--- src/design/fnvlp_pkg.sv ---
`default_nettype none
package fnvlp_pkg;

	localparam int HOME_W = 12;

	localparam logic [2:0] CMD_INSERT = 3'd0;
	localparam logic [2:0] CMD_LOOKUP = 3'd1;
	localparam logic [2:0] CMD_REMOVE = 3'd2;
	localparam logic [2:0] CMD_CLEAR  = 3'd3;
	localparam logic [2:0] CMD_READ   = 3'd4;

	localparam logic [1:0] ST_OK         = 2'd0;
	localparam logic [1:0] ST_MISSING    = 2'd1;
	localparam logic [1:0] ST_FULL       = 2'd2;
	localparam logic [1:0] ST_EMPTY_SLOT = 2'd3;

	localparam logic [63:0] HASH_BASIS = 64'hcbf29ce484222325;
	localparam logic [8:0]  PRIME_LOW  = 9'h1b3;

	typedef struct packed {
		logic [2:0]  cmd;
		logic [63:0] key;
		logic [63:0] value;
		logic [4:0]  slot;
	} req_t;

	typedef struct packed {
		logic [1:0]  status;
		logic [63:0] found_key;
		logic [63:0] found_value;
		logic [5:0]  live_count;
	} rsp_t;

	typedef struct packed {
		logic [2:0]        cmd;
		logic [63:0]       key;
		logic [63:0]       value;
		logic [4:0]        slot;
		logic [HOME_W-1:0] home;
	} job_t;

	typedef enum logic [1:0] {
		F_IDLE,
		F_HASH,
		F_MOD,
		F_PUSH
	} front_state_t;

	typedef enum logic [3:0] {
		B_IDLE,
		B_FCHK,
		B_FBT,
		B_FENT,
		B_RBCLR,
		B_RBNEXT,
		B_RBHOME,
		B_RBPROBE,
		B_SRD,
		B_SRDW,
		B_DONE
	} back_state_t;

endpackage
`default_nettype wire

--- src/design/fnvlp_front.sv ---
`default_nettype none
module fnvlp_front #(
	parameter int BUCKETS = 64
) (
	input  wire logic           clk,
	input  wire logic           arst_n,
	input  wire logic           req_valid,
	output logic                req_stall,
	input  wire fnvlp_pkg::req_t req,
	output logic                push_valid,
	input  wire logic           push_full,
	output fnvlp_pkg::job_t     push_data
);

	localparam int  BW   = $clog2(BUCKETS);
	localparam bit  POW2 = ((BUCKETS & (BUCKETS - 1)) == 0);

	fnvlp_pkg::front_state_t st_q, st_nxt;
	fnvlp_pkg::req_t         item_q;
	logic [63:0]             h_q;
	logic [63:0]             ksh_q;
	logic [5:0]              cnt_q;
	logic [BW-1:0]           r_q;

	logic [63:0] x;
	logic [63:0] h_step;
	logic [BW:0] t;
	logic [BW:0] r_red;
	logic [BW-1:0] home;

	// multiply by the prime as (x << 40) + x * 0x1b3
	assign x      = h_q ^ {56'd0, ksh_q[7:0]};
	assign h_step = (x << 40) + (x * {55'd0, fnvlp_pkg::PRIME_LOW});
	assign t      = {r_q, h_q[63]};
	assign r_red  = (t >= (BW + 1)'(BUCKETS)) ? t - (BW + 1)'(BUCKETS) : t;
	assign home   = POW2 ? h_q[BW-1:0] : r_q;

	always_comb begin
		st_nxt = st_q;
		unique case (st_q)
			fnvlp_pkg::F_IDLE: if (req_valid) st_nxt = fnvlp_pkg::F_HASH;
			fnvlp_pkg::F_HASH: begin
				if (cnt_q == 6'd7) st_nxt = POW2 ? fnvlp_pkg::F_PUSH : fnvlp_pkg::F_MOD;
			end
			fnvlp_pkg::F_MOD: if (cnt_q == 6'd63) st_nxt = fnvlp_pkg::F_PUSH;
			fnvlp_pkg::F_PUSH: if (!push_full) st_nxt = fnvlp_pkg::F_IDLE;
			default: st_nxt = fnvlp_pkg::F_IDLE;
		endcase
	end

	always_comb begin
		req_stall  = (st_q != fnvlp_pkg::F_IDLE);
		push_valid = (st_q == fnvlp_pkg::F_PUSH);
		push_data.cmd   = item_q.cmd;
		push_data.key   = item_q.key;
		push_data.value = item_q.value;
		push_data.slot  = item_q.slot;
		push_data.home  = fnvlp_pkg::HOME_W'(home);
	end

	always_ff @(posedge clk or negedge arst_n) begin
		if (!arst_n) st_q <= fnvlp_pkg::F_IDLE;
		else st_q <= st_nxt;
	end

	always_ff @(posedge clk) begin
		unique case (st_q)
			fnvlp_pkg::F_IDLE: begin
				item_q <= req;
				h_q    <= fnvlp_pkg::HASH_BASIS;
				ksh_q  <= req.key;
				cnt_q  <= '0;
			end
			fnvlp_pkg::F_HASH: begin
				h_q   <= h_step;
				ksh_q <= ksh_q >> 8;
				cnt_q <= (cnt_q == 6'd7) ? 6'd0 : cnt_q + 6'd1;
				r_q   <= '0;
			end
			fnvlp_pkg::F_MOD: begin
				// reduce one hash bit per cycle, most significant first
				r_q   <= r_red[BW-1:0];
				h_q   <= h_q << 1;
				cnt_q <= cnt_q + 6'd1;
			end
			default: ;
		endcase
	end

endmodule
`default_nettype wire

--- config.mk ---
export PLATFORM = sky130hd
export DESIGN_NAME = fnvlp_front
export DESIGN_NICKNAME = d
export VERILOG_FILES = /design/src/design/fnvlp_pkg.sv /design/src/design/fnvlp_front.sv
export SDC_FILE = /design/constraint.sdc
export NUM_CORES = 1
export LEC_CHECK = 0
export BUFFER_PORTS_ARGS = -buffer_cell sky130_fd_sc_hd__buf_2
export CORE_ASPECT_RATIO = 1.2
export CORE_MARGIN = 5
export CORE_UTILIZATION = 54
export CTS_BUF_LIST = sky130_fd_sc_hd__clkbuf_2 sky130_fd_sc_hd__clkbuf_4 sky130_fd_sc_hd__clkbuf_8
export DETAILED_ROUTE_END_ITERATION = 12
export GPL_TIMING_DRIVEN = 0
export HOLD_SLACK_MARGIN = 0.02
export PLACE_DENSITY = 0.91
export SLEW_MARGIN = 20
export SYNTH_ARGS = -nofsm -noshare
export SYNTH_HDL_FRONTEND = slang
export SYNTH_SLANG_ARGS = --single-unit
--- constraint.sdc ---
create_clock -name clk -period 11.4 [get_ports clk]
set_input_delay 0.57 -clock clk [delete_from_list [all_inputs] [get_ports clk]]
set_output_delay 0.57 -clock clk [all_outputs]
set_load 0.03 [all_outputs]
==> results of run 1 <==
registers in the layout, summed over array words and instances (netlist names):
register,cells
push_data,136
ksh_q,48
cnt_q,6
h_q,6
st_q,2
synth_stat cells:
cell type	n
xnor3_1	1
conb_1	1
a2bb2oi_1	1
nor2_1	12
o21ai_0	3
nor3b_1	1
nand2_1	4
mux2_2	42
edfxtp_1	196
nand3_1	3
buf_4	6
xnor2_2	1
dfrtp_1	2
o41a_1	1
nand3b_1	1
xnor2_1	7
nor2b_1	6
a221o_1	2
ha_1	15
clkbuf_1	2
buf_2	5
inv_1	8
mux2i_1	2
xor2_1	7
a21oi_1	1
a22oi_1	3
worst max-delay path by stage:
stage                          endpoint  slack [ns]  depth (start not counted)
floorplan            ksh_q[0]$_DFFE_PP_        4.88                          4
global placement    ksh_q[36]$_DFFE_PP_        4.12                          4
detailed placement     h_q[5]$_DFFE_PP_        7.93                         10
CTS                    h_q[5]$_DFFE_PP_        7.90                         10
global route           h_q[5]$_DFFE_PP_        7.80                         10
finish                 h_q[5]$_DFFE_PP_        7.91                         10
layout make-up:
cell class                 instances  share of cell area
buffer                            13            0.008406
timing repair buffer             286              0.1605
sequential                       198              0.6432
tap                              168             0.02278
clock inverter                    15             0.01790
clock buffer                      17             0.02535
multi-input combinational        119              0.1186
inverter                           8            0.003254
cells in the final DEF, fill, tap and decap left out, drive strengths merged:
cell | Yosys | final
a21oi | 1 | 1
a221o | 2 | 2
a22oi | 3 | 3
a2bb2oi | 1 | 1
buf | 11 | 296
bufinv | 0 | 2
clkbuf | 2 | 19
clkinv | 0 | 5
clkinvlp | 0 | 1
conb | 1 | 6
dfrtp | 2 | 2
dlygate4sd3 | 0 | 1
edfxtp | 196 | 196
ha | 15 | 15
inv | 8 | 15
mux2 | 42 | 42
mux2i | 2 | 2
nand2 | 4 | 4
nand3 | 3 | 3
nand3b | 1 | 1
nor2 | 12 | 12
nor2b | 6 | 6
nor3b | 1 | 1
o21ai | 3 | 3
o41a | 1 | 1
xnor2 | 8 | 8
xnor3 | 1 | 1
xor2 | 7 | 7
per-layer routing:
metal / part of all wire / GRT usage
met2: 0.54 / 0.3783
met5: 0.0013 / 0
met3: 0.11 / 0.07819
met4: 0.017 / 0.06337
met1: 0.33 / 0.2281
per-stage QoR:
stage                     utilization  worst slack (ns)  power [mW]  cell area, µm²  hold WS [ns]
after floorplan                     -             4.877       2.010            7118        0.2744
after global placement         0.6693             4.118       2.269            8745        0.3546
after detailed placement       0.6751             7.931       2.334            8820        0.3585
after CTS                      0.7064             7.901       2.784            9229        0.2615
after global routing           0.7064             7.802       2.906            9229        0.2403
final                          0.7064             7.909       2.760            9229        0.2920
timing repair:
item	4_1_cts	5_1_grt
hold buffers	1	0
endpoints found under the hold margin	2	0
endpoints found under the setup margin	0	0
power by group:
group	internal [mW]	switching, mW
sequential	1.14	0.0782
clock	0.201	0.248
combinational	0.396	0.696
total	1.74	1.02
cell families (layout without fill, tap and decap cells):
family / count (synthesis) / after routing / share of synthesized area
buf+inv: 21 / 339 / 0.01516
simple gates: 27 / 27 / 0.01798
fa+ha+maj: 15 / 15 / 0.02644
other cells: 1 / 6 / 0.0005282
flops: 198 / 198 / 0.8361
compound gates: 11 / 11 / 0.01163
mux: 44 / 44 / 0.06944
xor+xnor: 16 / 16 / 0.02274
==> impl_metrics.yaml, run 1 <==
outcome:
  status: "finished clean"
cts:
  path_clk_slew_ns: 0.10
  cts-root-buf: "clkbuf_8"
  cts_resized: 0
  cts_made_buffers: 17
  htreeDepth: 4
  cts_buffer_depth: 2
  tritoncts: "yes"
  clock-sinks: 198
  clk_latency_ns: 0.44
  cts_setup_buffers: 0
placed_design:
  dp_hpwl_mm: 12.50
  port_buffers: 283
  gp_congestion: 0.8428
  place_inst: 791
final_layout:
  regArea_um2: 5936
  num-fill-cells: 859
  multi_input_area_um2: 1095
  syn_to_final_growth_pct: 30.00
  layout-drive-gt1-share: 0.5671
  finalNetCount: 798
  final_cell_count_no_fill: 824
  diodes: 0
power:
  leakagePower_nw: 3.759
  powerDensity_nw_per_um2: 299.1
  vdd_drop_max_mv: 0.2077
worst_hold_path:
  whs_endpoint: "push_data[26]$_DFFE_PP_"
  min-delay-start: "req[14]"
  holdPathStages: 1
  hold_class: "in2reg"
yosys:
  synth_area_um2: 7099
  synth_seq_cells: 198
  synthTopCellsByArea: "edfxtp_1, mux2_2, ha_1"
  synthCells: 333
  synth-warning-count: 0
  synth_top_cell_by_area: "edfxtp_1"
  syn_avg_cell_area_um2: 21.32
  yosysUniqueCellTypes: 26
  yosysSeqAreaShare: 0.8361
  synth_top_area_frac: 0.8290
sta:
  finalHoldViolCount: 0
  fin_crit_sh: 0.3063
  fin_crit_ns: 3.491
  grt_setup_unrepaired: "no"
  finalSetupViolations: 0
  fmax_ghz: 0.2864
  final_max_slew_viol_count: 0
  relSlewSlack: 0.5674
  tightest_slew_ns: 0.6489
  fin_skew_ns: 0.01515
  fin_setup_tns_ns: 0
global_routing:
  antenna_found_initial: 2
  grt_pass1_vias: 4475
  grt_util_all_layers: 0.2098
  grt-ovfl-total: 0
  grt_pass1_wl_mm: 24.21
  grt_start_max_net_pins: 67
routing:
  drt-pass1-iter-count: 7
  antenna_left: 0
  drc: 0
  wire_per_inst_um: 19.74
  routed_wirelength_mm: 16.26
  vias_per_cell: 5.035
  drt_iter0_markers: 211
  num_vias: 4149
worst_setup_path:
  crit_chain: "xnor2_1, xnor2_1, ha_1, ha_1, ha_1, ha_1, xnor2_1, xnor2_2, xnor3_1, a221o_1"
  cp_data_required_time_ns: 11.60
  critPathArrivalTime_ns: 3.69
  worstReg2RegEnd: "h_q[5]$_DFFE_PP_"
  worst-path-buf-inv: 0
  r2r_slack_ns: 7.91
  cpMostUsedCell: "ha_1"
  critical-path-top-delay-family: "XOR/XNOR gates"
  slowest_delay_ns: 0.45
  cp_slowest_cell: "edfxtp_1"
  endpoint_kind: "flop"
  crit_fanout: 4
  critPathLaunch: "h_q[3]$_DFFE_PP_"
  path_class: "reg2reg"
  ff2ff_path_depth: 10
  worstReg2RegStart: "h_q[3]$_DFFE_PP_"
  critPathLaunchType: "flop"
die:
  coreArea_um2: 13070
  num_rows: 46
  die_x_um: 114.7
  io_pins: 290
  start_util: 0.5434
  dieArea_um2: 15550
  die_y_um: 135.6
job:
  maxCapViolCount: 0
No activity file was read; power rests on OpenSTA's default activity.
==> inputs of run 2 (changes only) <==
ABC_AREA = 1   (was unset)
CORE_UTILIZATION = 50   (was 54)
PLACE_DENSITY = 0.85   (was 0.91)
clock period = 3.3 ns   (was 11.4 ns; I/O delays follow)
==> run 2 against run 1 <==
  * Critical path depth up 3
  * Critical path type unchanged
  * Critical endpoint unchanged
  * Register-to-register slack got worse by 7.3 ns
  * Sequential power grew to 3.7 times the previous value
  * Die area increased by 9.2%
  * Largest power group unchanged
==> impl_metrics.yaml, run 2 <==
outcome:
  status: "finished clean"
cts:
  clock-sinks: 198
  tritoncts: "yes"
  clk_latency_ns: 0.46
  cts_made_buffers: 17
  cts_buffer_depth: 2
  path_clk_slew_ns: 0.10
  htreeDepth: 4
  cts_resized: 0
  cts-root-buf: "clkbuf_8"
yosys:
  synth_edf_count: 196
  synth_seq_cells: 198
  synthCells: 469
  synth_top_cell_by_area: "edfxtp_1"
  synthTopCellsByArea: "edfxtp_1, nand2_1, ha_1"
  synthArstFlopShare: 0.01010
  synth_common_cells: "edfxtp_1, nand2_1, inv_1, ha_1, nor2_1"
  yosysSeqAreaShare: 0.8205
  synthFlopType: "edfxtp_1"
  synth_area_um2: 7234
  yosysUniqueCellTypes: 25
  synth.most_common_cell: "edfxtp_1"
  synth-warning-count: 0
  syn_avg_cell_area_um2: 15.43
  synth_top_area_frac: 0.8136
global_routing:
  grt_pass1_vias: 5908
  grt_util_all_layers: 0.2571
  grt_start_max_net_pins: 58
  grt_pass1_wl_mm: 32.43
  antenna_found_initial: 3
  grt-ovfl-total: 0
die:
  die_y_um: 141.8
  io_pins: 290
  coreArea_um2: 14290
  num_rows: 48
  start_util: 0.5061
  die_x_um: 119.8
  dieArea_um2: 16980
routing:
  routed_wirelength_mm: 21.66
  antenna_left: 0
  num_vias: 5475
  drt-pass1-iter-count: 5
  drc: 0
  wire_per_inst_um: 19.55
  vias_per_cell: 4.941
  drt_iter0_markers: 429
final_layout:
  num-fill-cells: 903
  postLayoutCoreUtil: 0.7521
  layout-drive-gt1-share: 0.3703
  finalNetCount: 1071
  largest_reg_flops: 136
  final_common_cell: "buf_2"
  syn_to_final_growth_pct: 48.60
  mostFrequentLayoutCells: "buf_2, edfxtp_1, nand2_1"
placed_design:
  gp_congestion: 0.8424
  dp_hpwl_mm: 12.67
  port_buffers: 283
sta:
  fin_skew_ns: 0.01368
  relSlewSlack: 0.5722
  fin_crit_ns: 2.711
  finalHoldViolCount: 0
  final_max_slew_viol_count: 0
  fin_crit_sh: 0.8215
  fin_setup_tns_ns: 0
  fmax_ghz: 0.3689
  grt_setup_unrepaired: "no"
  finalSetupViolations: 0
  tightest_slew_ns: 0.6417
power:
  internal_power_mw: 6.026
  power_mw: 10.37
  pwr-share-comb: 0.418
  p_sw_frac: 0.4191
  p_sw_mw: 4.347
  leakagePower_nw: 4.723
  powerDensity_nw_per_um2: 964.9
  vdd_drop_max_mv: 0.5525
  p_clk_frac: 0.152
  sequentialPowerShare: 0.430
worst_hold_path:
  hold_class: "in2reg"
worst_setup_path:
  critPathArrivalTime_ns: 2.93
  path_class: "reg2reg"
  critical-path-top-delay-family: "adder cells"
  cp_data_required_time_ns: 3.52
  endpoint_kind: "flop"
  critPathLaunchType: "flop"
  cp_slowest_cell: "edfxtp_1"
  slowest_delay_ns: 0.48
  crit_fanout: 4
  crit_chain: "nand2_1, nand2_1, xnor2_1, ha_1, ha_1, ha_1, ha_1, inv_1, nand3_1, nand3_1, nand3_1, nand3_1, nand2_1"
  worst-path-buf-inv: 1
job:
  maxCapViolCount: 0
[run 2: changes by cell type after synthesis, moves of 3 or more]
| cell | before | now |
|---|---|---|
| nor2b_1 | 6 | 0 |
| nand3_1 | 3 | 6 |
| mux2_2 | 42 | 0 |
| a21oi_1 | 1 | 5 |
| xnor2_1 | 7 | 4 |
| nand2_1 | 4 | 158 |
| nand2_2 | 0 | 4 |
| inv_1 | 8 | 29 |
| a22oi_1 | 3 | 0 |
| nand3_2 | 0 | 3 |
[run 2: kinds of logic after synthesis]
kind of cell | after synthesis | share of synthesized area
xor+xnor | 9 | 0.01090
simple gates | 187 | 0.1033
fa+ha+maj | 15 | 0.02594
flops | 198 | 0.8205
buf+inv | 48 | 0.02975
other cells | 1 | 0.0005184
compound gates | 11 | 0.009166
[run 2: path summary, 6_finish.rpt]
kind,slack (ns),cells after the start,from,endpoint
worst max-delay path,0.59,13,h_q[4]$_DFFE_PP_,h_q[5]$_DFFE_PP_
worst min-delay path,0.08,4,push_full,st_q[1]$_DFFE_PN0P_
worst max register to register,0.59,13,h_q[4]$_DFFE_PP_,h_q[5]$_DFFE_PP_
worst min register to register,0.51,2,ksh_q[19]$_DFFE_PP_,ksh_q[11]$_DFFE_PP_
max in group asynchronous,2.61,3,arst_n,st_q[1]$_DFFE_PN0P_
min in group asynchronous,0.57,3,arst_n,st_q[0]$_DFFE_PN0P_
[run 2: layout make-up]
type,instances,area (µm²),area share
flip-flops and latches,198,5936,0.5521
plain buffers,17,98.84,0.009195
clock inverters,14,153.9,0.01432
well taps,175,219.0,0.02037
clock buffers,18,241.5,0.02246
repair buffers,423,2853,0.2654
diodes,4,10.01,0.0009311
multi-input cells,228,1122,0.1044
inverters,31,116.4,0.01082
[run 2: routing by layer]
metal,vias up,GRT usage,wire length [µm]
met4,0,0.09107,452
li1,2508,-,-
met1,2661,0.2647,7375
met5,-,0,0
met3,39,0.08014,1728
met2,267,0.4887,12110
[run 2: power by group through the flow]
| stage | registers (mW) | clock network, mW | logic [mW] |
|---|---|---|---|
| after global placement | 4.46 | 0 | 3.92 |
| after floorplan | 5.54 | 0 | 1.78 |
| after global routing | 4.55 | 1.72 | 4.70 |
| after detailed placement | 4.47 | 0 | 4.12 |
| final | 4.46 | 1.58 | 4.34 |
| after CTS | 4.42 | 1.59 | 4.27 |
[run 2: metrics by stage]
step / instance area, µm² / cells / worst slack (ns) / hold slack [ns]
floorplan: 7268 / 474 / 0.1072 / -0.1306
global placement: 8904 / 932 / -0.2812 / -0.04728
detailed placement: 8959 / 934 / 0.6666 / -0.04724
CTS: 10740 / 1104 / 0.6564 / 0.02766
global route: 10750 / 1107 / 0.4456 / 0.07982
finish: 10750 / 1108 / 0.5890 / 0.08147
[run 2: timing repair]
item,4_1_cts,5_1_grt
endpoints found under the hold margin,186,0
buffers inserted,0,0
hold buffers,138,0
[run 2: worst register-to-register path: stages, from the launching register on]
cell	delay [ns]
edfxtp_1	0.48
nand2_1	0.12
nand2_1	0.11
xnor2_1	0.21
ha_1	0.26
ha_1	0.28
ha_1	0.29
ha_1	0.22
inv_1	0.06
nand3_1	0.09
nand3_1	0.12
nand3_1	0.10
nand3_1	0.09
nand2_1	0.05
