[config.mk]
export PLATFORM = sky130hd
export DESIGN_NAME = fnvlp_queue
export DESIGN_NICKNAME = d
export VERILOG_FILES = /design/src/design/fnvlp_pkg.sv /design/src/design/fnvlp_queue.sv
export SDC_FILE = /design/constraint.sdc
export NUM_CORES = 1
export LEC_CHECK = 0
export ABC_AREA = 1
export BUFFER_PORTS_ARGS = -buffer_cell sky130_fd_sc_hd__buf_4
export CAP_MARGIN = 0
export CORE_MARGIN = 3
export CORE_UTILIZATION = 45
export DETAILED_ROUTE_END_ITERATION = 8
export PLACE_DENSITY = 0.7
export SLEW_MARGIN = 20
export SYNTH_ARGS = -nofsm -noshare
export SYNTH_HDL_FRONTEND = slang
export SYNTH_SLANG_ARGS = --single-unit
[constraint.sdc]
create_clock -name clk -period 9.2 [get_ports clk]
set_input_delay 0.92 -clock clk [delete_from_list [all_inputs] [get_ports clk]]
set_output_delay 0.92 -clock clk [all_outputs]
set_load 0.02 [all_outputs]
[src/design/fnvlp_pkg.sv]
`default_nettype none
package fnvlp_pkg;

	localparam int HOME_W = 12;

	localparam logic [2:0] CMD_INSERT = 3'd0;
	localparam logic [2:0] CMD_LOOKUP = 3'd1;
	localparam logic [2:0] CMD_REMOVE = 3'd2;
	localparam logic [2:0] CMD_CLEAR  = 3'd3;
	localparam logic [2:0] CMD_READ   = 3'd4;

	localparam logic [1:0] ST_OK         = 2'd0;
	localparam logic [1:0] ST_MISSING    = 2'd1;
	localparam logic [1:0] ST_FULL       = 2'd2;
	localparam logic [1:0] ST_EMPTY_SLOT = 2'd3;

	localparam logic [63:0] HASH_BASIS = 64'hcbf29ce484222325;
	localparam logic [8:0]  PRIME_LOW  = 9'h1b3;

	typedef struct packed {
		logic [2:0]  cmd;
		logic [63:0] key;
		logic [63:0] value;
		logic [4:0]  slot;
	} req_t;

	typedef struct packed {
		logic [1:0]  status;
		logic [63:0] found_key;
		logic [63:0] found_value;
		logic [5:0]  live_count;
	} rsp_t;

	typedef struct packed {
		logic [2:0]        cmd;
		logic [63:0]       key;
		logic [63:0]       value;
		logic [4:0]        slot;
		logic [HOME_W-1:0] home;
	} job_t;

	typedef enum logic [1:0] {
		F_IDLE,
		F_HASH,
		F_MOD,
		F_PUSH
	} front_state_t;

	typedef enum logic [3:0] {
		B_IDLE,
		B_FCHK,
		B_FBT,
		B_FENT,
		B_RBCLR,
		B_RBNEXT,
		B_RBHOME,
		B_RBPROBE,
		B_SRD,
		B_SRDW,
		B_DONE
	} back_state_t;

endpackage
`default_nettype wire

[src/design/fnvlp_queue.sv]
`default_nettype none
module fnvlp_queue (
	input  wire logic            clk,
	input  wire logic            arst_n,
	input  wire logic            push,
	input  wire fnvlp_pkg::job_t push_data,
	output logic                 full,
	input  wire logic            pop,
	output logic                 q_valid,
	output fnvlp_pkg::job_t      q_data
);

	fnvlp_pkg::job_t mem_q [2];
	logic            wp_q, rp_q;
	logic [1:0]      cnt_q;
	logic            do_push, do_pop;

	assign full    = (cnt_q == 2'd2);
	assign q_valid = (cnt_q != 2'd0);
	assign q_data  = mem_q[rp_q];
	assign do_push = push && !full;
	assign do_pop  = pop && q_valid;

	always_ff @(posedge clk or negedge arst_n) begin
		if (!arst_n) begin
			wp_q  <= 1'b0;
			rp_q  <= 1'b0;
			cnt_q <= 2'd0;
		end else begin
			if (do_push) wp_q <= !wp_q;
			if (do_pop) rp_q <= !rp_q;
			cnt_q <= cnt_q + {1'b0, do_push} - {1'b0, do_pop};
		end
	end

	always_ff @(posedge clk) begin
		if (do_push) mem_q[wp_q] <= push_data;
	end

endmodule
`default_nettype wire

==> results, run 1 <==
- The run finished with clean final reports.
- Among the stages of the critical path, the cell type that occurs most often is nand2_1.
- The number of failing setup endpoints in the final timing report is 0.
- In the final timing run, aggregate negative setup slack is 0 ns.
- The cell area that synthesis handed to floorplanning was 11000 um^2.
- At the end of routability-driven placement, the weighted congestion stood at 0.792.
- Between clock sinks in the finished design, the worst skew comes to 0.00804 ns.
- After the first detailed-routing iteration, the DRC count stood at 382.
- The number of antenna violations at the first check in global routing is 1.
- Derived from the worst setup path, the maximum achievable clock frequency is 0.256 GHz.
- The combined buffer and inverter count along the critical path is 3.
- The number of cells in the finished layout apart from fillers is 1455.
- The transition time at the pin with the least slew margin is 1.07 ns.
- Walking the worst path, the cells encountered are inv_4 -> buf_6 -> nand2_1 -> nand2_1 -> buf_4.
- The proportion of layout cells with a drive suffix above 1 is 31.4%.
- The effective utilization at floorplan is 46.4%.
- The final layout contains 1266 nets.
- The number of placed instances, taps included, is 1398.
- The power density over cell area is 346 nW/um^2.
- The tree is rooted in a clkbuf_16.
- Summing over every cut layer, the via total after detailed routing is 6917.
- STA classifies the critical path startpoint as a flop.
- The endpoint arrival time on the critical path is 2.98 ns.
- The number of rows created at floorplan is 56.
- For this run, the share of the core covered by cells in the final layout is 60.9%.
- In this design, the largest share of critical-path delay is due to buffers and inverters.
- Sequential cells were found to cover 81.4% of the synthesized design area.
- The insertion delay to the later sink of the worst-skew pair is 0.54 ns.
- For this run the aggregate overflow at the end of global routing stands at 0.
- The number of warning messages in the yosys log is 0.
- Synthesis produced a netlist with a net count of 960.
- The number of failing hold endpoints at the final stage is 0.
- Setup repair after global routing left no endpoint under its margin.
- The number of detailed-routing iterations run before antenna repair is 5.
- Max-cap violations in this run came to 0.
- The number of global-route vias before repair is 6778.
- The longest clock path from root to sink contains 3 buffers.
- STA classifies the critical path endpoint as a primary output.
- From left edge to right edge, the die measures 163 um.
- The clock tree from TritonCTS is done.
- The post-route antenna net violation count is 0.
- After clock tree synthesis, the clock-pin slew on the worst setup and hold paths is 0.06 ns.
- The tightest min-delay check is of the primary input to asynchronous set/reset pin type.
- The delay of the slowest cell on the worst path is 0.74 ns.
- The clock net sink count is 300.
- In this run the mean area of a mapped cell was 13.7 um^2.
- Summed over all nets, the switching power comes to 1800 uW.
- The final HPWL from detailed placement is 15.3 mm.
- The post-synthesis to final-layout area growth is 31.3%.
- Sequential cells burn 39.4% of the power.
- The number of distinct standard cells referenced by the synthesized netlist is 12.
- Dividing the final minimum period by the clock period gives 42.4%.
- The global-route usage over all layers is 17.5%.
- The largest net degree at the start of global routing is 107.
- The maximum level of the CTS H-tree is 1.
- STA puts the critical path data required time at 8.28 ns.
- The net switching share of the total power is 35.9%.
- Buffers added to address setup during post-CTS repair amount to 0.
- The max-slew violation count is 0.
- The flop and latch count out of synthesis is 300.
- The number of buffers created by CTS is 31.
- The worst setup path is of the flop to primary output kind.
- In this run, post-CTS hold repair placed 0 buffers.
- The DRC violations left is 0.
- Once the clock tree was built, the resizer swapped 0 gates to a different size.
- In this run, the combinational gates consume 36.4% of the power.
- The routed wire length is 24.3 mm.
- The headroom to the max-slew limit is 28.4%.
- The leakage component of the power is 0.00619 uW.
- The final critical path time including I/O delays and setup is 3.90 ns.
- The average vias per placed instance is 4.75.
- The number of I/O pins is 302.
- The area of the core is 23800 um^2.
- The first global-routing pass estimated 36.5 mm of wire.
- The count of mapped cells out of synthesis is 806.
- The detailed-route wire length per cell is 16.7 um.
- The largest individual stage delay along the critical path comes from the cell dfrtp_4.
- The largest driver fanout on the critical path is 106.
- The total die area is 26500 um^2.
- The number of input and output port buffers inserted is 301.
- The share of power burned in the clock network is 24.2%.
- The internal power consumption is 3220 uW.
- IR analysis of the VDD net gives a maximum drop of 217 uV.
- The die height is 163 um.
==> synth_stat cells <==
master / n / area, um^2
buf_4: 4 / 30.0
inv_4: 1 / 6.26
nor2_1: 1 / 3.75
nand2_1: 457 / 1720
buf_6: 12 / 135
dfrtp_1: 4 / 100
nand3_1: 3 / 15.0
buf_2: 16 / 80.1
edfxtp_1: 296 / 8890
buf_8: 1 / 15.0
ha_1: 2 / 25.0
inv_1: 9 / 33.8
==> cell families after synthesis <==
logic type                 count (synthesis)  synth area share, %
and+or+nand+nor                          461                 15.7
DFF                                      300                 81.4
adders and majority gates                  2                0.226
buffers and inverters                     43                 2.72
==> cell usage in the layout, fill, tap and decap left out <==
cell and count:
bufinv_16 4, clkinv_2 8, clkbuf_1 3, nor2_4 1
buf_6 1, inv_4 1, inv_1 8, ha_1 2
diode_2 1, buf_4 305, clkbuf_16 31, dfrtp_1 3
nand2_1 457, dfrtp_4 1, inv_6 1, nand3_1 3
clkinvlp_4 2, clkinv_8 1, clkinv_1 7, edfxtp_1 296
==> power by group through the flow <==
stage          combinational (uW)  sequential (uW)  clock (uW)
4_1_cts                      1860             1980        1240
2_1_floorplan                1130             2000           0
6_report                     1830             1980        1220
3_5_place_dp                 1850             2010           0
5_1_grt                      1980             2010        1300
3_3_place_gp                 1840             2000           0
==> worst reg2reg max path, cell delays in order, from the launching register on <==
cell and delay (ns):
dfrtp_1 0.40, nand2_1 0.12, nand3_1 0.17, inv_6 0.55
buf_4 0.91
==> layer usage <==
metal	routed length [um]	global-route usage (%)	vias up
li1	-	-	3329
met1	9860	22.7	3239
met2	11300	28.2	295
met3	2360	5.65	54
met4	864	5.96	0
met5	0	0	-
==> state kept, by name, summed over array words and instances (netlist names) <==
name   flops
cnt_q      2
mem_q    296
wp_q       1
rp_q       1
==> area by class of cell <==
class	instances	area [um^2]
fillers	1836	9310
flip-flops and latches	300	8990
repair buffers	306	2300
multi-input cells	463	1770
clock buffers	34	787
well taps	319	399
clock inverters	22	218
inverters	10	45.0
diodes	1	2.50
==> metrics by stage <==
stage | power (uW) | hold WS (ns) | worst slack, ns | area [um^2]
after floorplan | 3130 | 0.442 | 1.40 | 11000
after detailed placement | 3860 | 0.493 | 5.78 | 13500
final | 5030 | 0.169 | 5.30 | 14500
after CTS | 5090 | 0.143 | 5.18 | 14500
after global routing | 5290 | 0.141 | 5.02 | 14500
after global placement | 3840 | 0.453 | 5.51 | 13500
==> path summary, 6_finish.rpt <==
check,start,cells after the start,slack [ns],endpoint
max in group asynchronous,arst_n,1,8.91,rp_q
worst max register to register,cnt_q[1],4,6.61,mem_q[0][89]
min in group clk,cnt_q[0],1,0.51,cnt_q[0]
worst min-delay path,arst_n,1,0.17,cnt_q[1]
worst min register to register,cnt_q[0],1,0.51,cnt_q[0]
worst max-delay path,rp_q,5,5.30,q_data[89]
Power figures use the tool's default switching activity.
==> run 2: changes to the inputs <==
ABC_AREA = 0   (was 1)
clock period = 3.6 ns   (was 9.2 ns; I/O delays follow)
==> results, run 2 <==
- The share of synthesized area occupied by flip-flops and latches came to 79.5% (was 81.4%).
- The final HPWL from detailed placement is 14.5 mm (was 15.3 mm).
- The share of power burned in the clock network is 22.7% (was 24.2%).
- Status: finished, final reports clean (unchanged).
- The clock tree from TritonCTS is done (unchanged).
- The insertion delay to the later sink of the worst-skew pair was 0.54 ns (about the same).
- The post-synthesis mux area share is 18.1% (was 0%).
- The internal power consumption was 8830 uW (was 3220 uW).
- The placer's final routability congestion estimate is 0.742 (was 0.792).
- The largest net degree at the start of global routing came to 149 (was 107).
- The number of detailed-routing iterations run before antenna repair is 4 (was 5).
- The register with the highest flop count is mem_q (unchanged).
- The violation count after the first detailed-route iteration was 377 (was 382).
- The met1 wire length is 9.08 mm (was 9.86 mm).
- The kind of cell with the highest combined delay on the critical path is flip-flops (was buffers and inverters).
- The count of antenna diodes in the layout was 0 (was 1).
- The number of failing hold endpoints at the final stage is 0 (unchanged).
- The endpoint arrival time on the critical path is 2.32 ns (was 2.98 ns).
- Largest registers: mem_q (296), cnt_q (2) (unchanged).
- The flop and latch count out of synthesis is 300 (unchanged).
- The proportion of layout cells with a drive suffix above 1 is 51.1% (was 31.4%).
- The combined buffer and inverter count along the critical path is 2 (was 3).
- The number of buffers inserted by post-CTS setup repair was 0 (unchanged).
- The area of the core came to 24500 um^2 (was 23800 um^2).
- The kind of critical path was flop to primary output (unchanged).
- The number of antenna violations at the first check in global routing is 1 (unchanged).
- The count of mapped cells out of synthesis was 479 (was 806).
- The total grt overflow is 0 (unchanged).
- The clock net sink count came to 300 (unchanged).
- The hold-fix buffer count after cts came to 146 (was 0).
- The kind of end point of the critical path is a primary output (unchanged).
- The width of the die is 165 um (was 163 um).
- The worst path uses 74.4% of the clock period.
- The number of input and output port buffers inserted is 301 (unchanged).
- The met3 layer wire length in the routed design is 1.67 mm (was 2.36 mm).
- The deepest clock path buffer count is 3 (unchanged).
- The synthesized area divided by synthesized cell count came to 23.6 um^2 (was 13.7 um^2).
- The area share of the leading cell type in the synthesized netlist is 78.6% (was 80.5%).
- The count of vias placed by the detailed router is 6115 (was 6917).
- The number of global-route vias before repair is 6694 (was 6778).
- The area fraction in compound gates after synthesis is 0% (unchanged).
- The total die area is 27100 um^2 (was 26500 um^2).
- The net count reported at finish was 1100 (was 1266).
- The total of cells resized after clock tree synthesis was 0 (unchanged).
- The delay of the slowest cell on the worst path was 0.73 ns (was 0.74 ns).
- Synth top cells by count: 296 x edfxtp_1, 101 x mux2_4, 47 x mux2_2, 14 x buf_6, 4 x dfrtp_1 (was 457 x nand2_1, 296 x edfxtp_1, 16 x buf_2, 12 x buf_6, 9 x inv_1).
- The number of rows created at floorplan is 57 (was 56).
- The largest driver fanout on the critical path is 63 (was 106).
- The number of fill cells in the layout came to 1609 (was 1836).
- The post-synthesis to final-layout area growth was 44.1% (was 31.3%).
- The post-route setup TNS is 0 ns (unchanged).
- The clock transition at the registers of the reported paths is 0.06 ns (about the same).
- The net switching share of the total power is 31.0% (was 35.9%).
- The startpoint type of the worst setup path was a flop (unchanged).
- The routed wire length was 23.8 mm (was 24.3 mm).
- The global-route usage over all layers came to 16.8% (was 17.5%).
- The arithmetic-cell share of the synthesized area counting full adders, half adders and majority gates is 0.221% (was 0.227%).
- The most instantiated library cell after synthesis is edfxtp_1 (was nand2_1).
- Timing would allow up to 0.373 GHz.
- The detailed-route wire length per cell was 18.4 um (was 16.7 um).
- The biggest area consumer among synthesized cells is edfxtp_1 (unchanged).
- The power density over cell area is 785 nW/um^2 (was 346 nW/um^2).
- The type of the tightest min-delay check is primary input to flop (was primary input to asynchronous set/reset pin).
- The leakage component of the power is 0.00640 uW (was 0.00619 uW).
- The headroom to the max-slew limit is 39.9% (was 28.4%).
- The average vias per placed instance came to 4.73 (was 4.75).
- Highest-count cells in the layout ignoring fill and taps: 301 x buf_4, 296 x edfxtp_1, 147 x dlygate4sd3_1 (was 457 x nand2_1, 305 x buf_4, 296 x edfxtp_1).
- The cell area after synthesis is 11300 um^2 (was 11000 um^2).
- The sequential fraction of design power was 39.6% (was 39.4%).
- The clock root buffer was clkbuf_16 (unchanged).
- The number of max-cap violations is 0 (unchanged).
- The net switching power of the design came to 3970 uW (was 1800 uW).
- The number of nets in the synthesized netlist is 633 (was 960).
- The data required time at the worst endpoint was 3.24 ns (was 8.28 ns).
- The primary flip-flop cell chosen by synthesis mapping is edfxtp_1 (unchanged).
- The final critical path time including I/O delays and setup is 2.68 ns.
- The internal reg-to-reg setup slack is 1.64 ns (was 6.61 ns).
- The highest metal layer used by the detailed router is met5 (was met4).
- The largest vdd supply drop is 741 uV (was 217 uV).
- The utilization after layout is 66.4% (was 60.9%).
- The DRC violations left was 0 (unchanged).
- The number of I/O pins is 302 (unchanged).
- The maximum level of the CTS H-tree was 1 (unchanged).
- The number of failing setup endpoints in the final timing report is 0 (unchanged).
- The commonest non-fill, non-tap cell in the layout is buf_4 (was nand2_1).
- The effective utilization at floorplan came to 46.1% (was 46.4%).
- The die height is 165 um (was 163 um).
- Largest cells by area after synthesis: edfxtp_1 79%, mux2_4 13%, mux2_2 4.7% (was edfxtp_1 80%, nand2_1 16%, buf_6 1.2%).
- The max-slew violation count came to 0 (unchanged).
- The final clock skew came to 0.0125 ns (was 0.00804 ns).
- The transition time at the pin with the least slew margin is 0.901 ns (was 1.07 ns).
- The standard cell with the maximum stage delay on the critical path is dfrtp_4 (unchanged).
- The number of warning messages in the yosys log is 0 (unchanged).
- Crit path cell chain: buf_12 -> mux2_2 -> buf_4 (was inv_4 -> buf_6 -> nand2_1 -> nand2_1 -> buf_4).
- The post-route antenna net violation count came to 0 (unchanged).
- The number of buffers created by CTS came to 30 (was 31).
- The number of distinct standard cells referenced by the synthesized netlist is 16 (was 12).
- The combinational cell fraction of total power is 37.7% (was 36.4%).
- The XOR/XNOR share of the synthesized area was 0.310% (was 0%).
- The number of flops mapped to enable cells by yosys is 296 (unchanged).
- The met2 wire length is 12.3 mm (was 11.3 mm).
- The first-pass GRT wire length is 35.4 mm (was 36.5 mm).
- The dominant combinational cell family by area after synthesis is multiplexers (was simple AND/OR/NAND/NOR gates).
- The share of async-settable or async-resettable flops after synthesis was 1.33% (unchanged).
- The share of synthesized cell area in and, or, nand and nor gates is 0.288% (was 15.7%).
- Unrepaired setup endpoints after global routing: false (unchanged).
- The number of flip-flops under the largest register name is 296 (unchanged).
-- run 2: cell types whose count changed in the layout (fill, tap and decap cells not counted), sizes merged, moves of 5 or more --
cell,change
clkinv,-5
mux2,+148
nand2,-456
dlygate4sd3,+147
clkbuf,+5
inv,-8
-- run 2: cells by family after synthesis --
family	Yosys count
xor+xnor	4
flops	300
simple gates	6
buf+inv	19
fa+ha+maj	2
mux	148
-- run 2: power by group through the flow --
stage	logic [uW]	clock network (uW)	registers (uW)
floorplan	3180	0	5020
detailed placement	4730	0	5130
global placement	4670	0	5070
global route	5090	3120	5130
finish	4830	2910	5060
CTS	4880	2980	5060
-- run 2: worst paths after layout --
kind	depth (start not counted)	start	endpoint
hold reg to reg	1	cnt_q[0]	cnt_q[0]
hold / removal	1	push_data[106]	mem_q[0][106]
max in group asynchronous	2	arst_n	rp_q
min in group asynchronous	2	arst_n	cnt_q[1]
setup reg to reg	4	cnt_q[1]	mem_q[0][99]
setup / recovery	3	rp_q	q_data[139]
-- run 2: worst register-to-register path, stage by stage (launching register included) --
cell and delay [ns]:
dfrtp_1 0.41, nand2b_1 0.13, nand2_1 0.15, nor2_4 0.14, buf_12 0.53
-- run 2: layout make-up --
cell class	count	area (um^2)	share of cell area (%)
clock buffers	39	806	4.95
clock inverters	15	120	0.737
inverters	2	7.51	0.0461
multi-input cells	160	2150	13.2
flip-flops and latches	300	8990	55.2
well taps	324	405	2.49
repair buffers	452	3810	23.4
-- run 2: metrics by stage --
step / hold WS (ns) / power, uW / area (um^2) / worst slack [ns] / cells
6_report: 0.0248 / 12800 / 16300 / 0.922 / 1292
5_1_grt: 0.00226 / 13300 / 16300 / 0.833 / 1292
3_5_place_dp: 0.165 / 9860 / 13900 / 1.48 / 1091
3_3_place_gp: 0.162 / 9740 / 13900 / 1.50 / 1091
2_1_floorplan: 0.0644 / 8200 / 11300 / 0.364 / 479
4_1_cts: 0.000546 / 12900 / 16300 / 0.893 / 1291
-- run 2: metal layers --
layer	global-route usage, %	vias up
met2	29.7	233
met3	4.11	51
met1	20.3	2993
li1	-	2836
met5	0	-
met4	5.53	2
==> run 3: changes to the inputs <==
clock period = 2.57 ns   (was 3.6 ns; I/O delays follow)
==> results, run 3 (synthesized netlist as in run 2, its figures left out) <==
- The post-route antenna net violation count is 0 (unchanged).
- The width of the die is 165 um (unchanged).
- The number of max-cap violations is 0 (unchanged).
- The insertion delay to the later sink of the worst-skew pair is 0.54 ns (about the same).
- The number of rows created at floorplan came to 57 (unchanged).
- The power consumption is 18600 uW (was 12800 uW).
- The commonest non-fill, non-tap cell in the layout is buf_4 (unchanged).
- The post-synthesis to final-layout area growth was 46.9% (was 44.1%).
- The global-route usage over all layers came to 17.9% (was 16.8%).
- The number of global-route vias before repair is 7032 (was 6694).
- The number of cells on the worst hold path is 3 (was 1).
- The net switching power of the design is 5750 uW (was 3970 uW).
- The clock net sink count is 300 (unchanged).
- The clock transition at the registers of the reported paths came to 0.06 ns (about the same).
- The headroom to the max-slew limit is 55.9% (was 39.9%).
- The final setup slack of the worst path is 0.115 ns (was 0.922 ns).
- Largest registers: mem_q (296), cnt_q (2) (unchanged).
- The final hold slack was 0.0438 ns (was 0.0248 ns).
- The internal power consumption was 12900 uW (was 8830 uW).
- The cell count after placement is 1107 (was 1091).
- The number of detailed-routing iterations run before antenna repair is 4 (unchanged).
- Status: finished, final reports clean (unchanged).
- The placer's final routability congestion estimate is 0.794 (was 0.742).
- The routed wire length was 25.1 mm (was 23.8 mm).
- The total die area is 27100 um^2 (unchanged).
- The net switching share of the total power is 30.9% (was 31.0%).
- The terminating pin of the worst hold path was rp_q (was mem_q[0][106]).
- Highest-count cells in the layout ignoring fill and taps: 312 x buf_4, 296 x edfxtp_1, 149 x dlygate4sd3_1 (was 301 x buf_4, 296 x edfxtp_1, 147 x dlygate4sd3_1).
- The kind of end point of the critical path is a primary output (unchanged).
- The number of failing hold endpoints at the final stage is 0 (unchanged).
- The register with the highest flop count was mem_q (unchanged).
- The first-pass GRT wire length is 37.7 mm (was 35.4 mm).
- The hold path startpoint is pop (was push_data[106]).
- The final clock skew came to 0.00963 ns (was 0.0125 ns).
- The proportion of layout cells with a drive suffix above 1 is 52.7% (was 51.1%).
- The effective utilization at floorplan is 46.1% (unchanged).
- The number of buffers created by CTS was 31 (was 30).
- The count of vias placed by the detailed router came to 6308 (was 6115).
- The average vias per placed instance came to 4.80 (was 4.73).
- The area of the core came to 24500 um^2 (unchanged).
- The net count reported at finish came to 1119 (was 1100).
- The number of I/O pins is 302 (unchanged).
- The max-slew violation count is 0 (unchanged).
- The maximum level of the CTS H-tree is 1 (unchanged).
- The total of cells resized after clock tree synthesis came to 0 (unchanged).
- The final non-filler cell area is 16600 um^2 (was 16300 um^2).
- The terminus of the critical flop-to-flop path is cnt_q[1] (was mem_q[0][99]).
- The final critical path time including I/O delays and setup is 2.45 ns.
- The DRC violations left is 0 (unchanged).
- The number of cells in the finished layout apart from fillers is 1315 (was 1292).
- The fraction of the cycle the final worst path needs is 95.5%.
- The startpoint type of the worst setup path is a flop (unchanged).
- The final HPWL from detailed placement came to 15.7 mm (was 14.5 mm).
- The type of the tightest min-delay check is primary input to flop (unchanged).
- The transition time at the pin with the least slew margin is 0.661 ns (was 0.901 ns).
- The share of power burned in the clock network is 24.2% (was 22.7%).
- The largest driver fanout on the critical path was 26 (was 63).
- The number of failing setup endpoints in the final timing report is 0 (unchanged).
- The violation count after the first detailed-route iteration was 331 (was 377).
- The internal reg-to-reg setup slack is 0.66 ns (was 1.64 ns).
- Unrepaired setup endpoints after global routing: false (unchanged).
- The total grt overflow came to 0 (unchanged).
- The number of antenna violations at the first check in global routing is 2 (was 1).
- The launching point of the worst reg2reg path is cnt_q[1] (unchanged).
- The clock root buffer is clkbuf_16 (unchanged).
- The path depth of the worst reg2reg path was 7 (was 4).
- The hold-fix buffer count after cts was 149 (was 146).
- The number of buffers inserted by post-CTS setup repair is 0 (unchanged).
- The leakage component of the power is 0.00658 uW (was 0.00640 uW).
- The largest net degree at the start of global routing was 55 (was 149).
- The power density over cell area is 1120 nW/um^2 (was 785 nW/um^2).
- The detailed-route wire length per cell is 19.1 um (was 18.4 um).
- The sequential fraction of design power is 38.0% (was 39.6%).
- The endpoint arrival time on the critical path is 2.20 ns (was 2.32 ns).
- The number of input and output port buffers inserted is 301 (unchanged).
- The die height is 165 um (unchanged).
- The highest achievable clock rate is 0.407 GHz.
- The largest vdd supply drop was 743 uV (was 741 uV).
- The number of flip-flops under the largest register name came to 296 (unchanged).
- The kind of critical path was flop to primary output (unchanged).
- The clock tree from TritonCTS is done (unchanged).
- The deepest clock path buffer count is 3 (unchanged).
- The setup slack after placement is 0.666 ns (was 1.48 ns).
- The area of placed instances is 14100 um^2 (was 13900 um^2).
- The combinational cell fraction of total power came to 37.9% (was 37.7%).
- The data required time at the worst endpoint is 2.31 ns (was 3.24 ns).
## run 3: worst max-delay path, cell delays in order, from the launching register on
cell     delay [ns]
dfrtp_4        0.74
buf_4          0.40
mux2_4         0.34
buf_4          0.16
## run 3: area by class of cell
cell class / instances / area (um^2)
diodes: 2 / 5.00
clock buffers: 38 / 812
clock inverters: 19 / 223
fillers: 1558 / 7920
inverters: 2 / 7.51
multi-input cells: 160 / 2150
flip-flops and latches: 300 / 8990
well taps: 324 / 405
repair buffers: 470 / 4010
## run 3: metrics by stage
step	utilization (%)	TNS (ns)
2_1_floorplan	-	-127.74
3_3_place_gp	57.4	0
3_5_place_dp	57.4	0
4_1_cts	67.7	0
5_1_grt	67.7	0
6_report	67.7	0
## run 3: power groups by stage
stage	Clock [uW]	Combinational (uW)	Sequential, uW
final	4500	7050	7070
after global routing	4790	7420	7170
after CTS	4590	7090	7080
after detailed placement	0	6870	7170
after global placement	0	6800	7110
after floorplan	0	4450	7040
## run 3: how the worst max path moves through the flow
| stage | from | endpoint | slack [ns] |
|---|---|---|---|
| floorplan | cnt_q[1] | mem_q[0][0] | -0.64 |
| global placement | rp_q | q_data[131] | 0.67 |
| detailed placement | rp_q | q_data[55] | 0.67 |
| CTS | rp_q | q_data[55] | 0.08 |
| global route | rp_q | q_data[142] | 0.02 |
| finish | rp_q | q_data[119] | 0.12 |
## run 3: layer usage
metal	global-route usage, %	wire (um)	vias to the layer above
met5	0	0	-
met4	6.06	733	0
met3	4.29	1810	59
met2	32.4	13200	259
met1	20.8	9300	3116
li1	-	-	2874
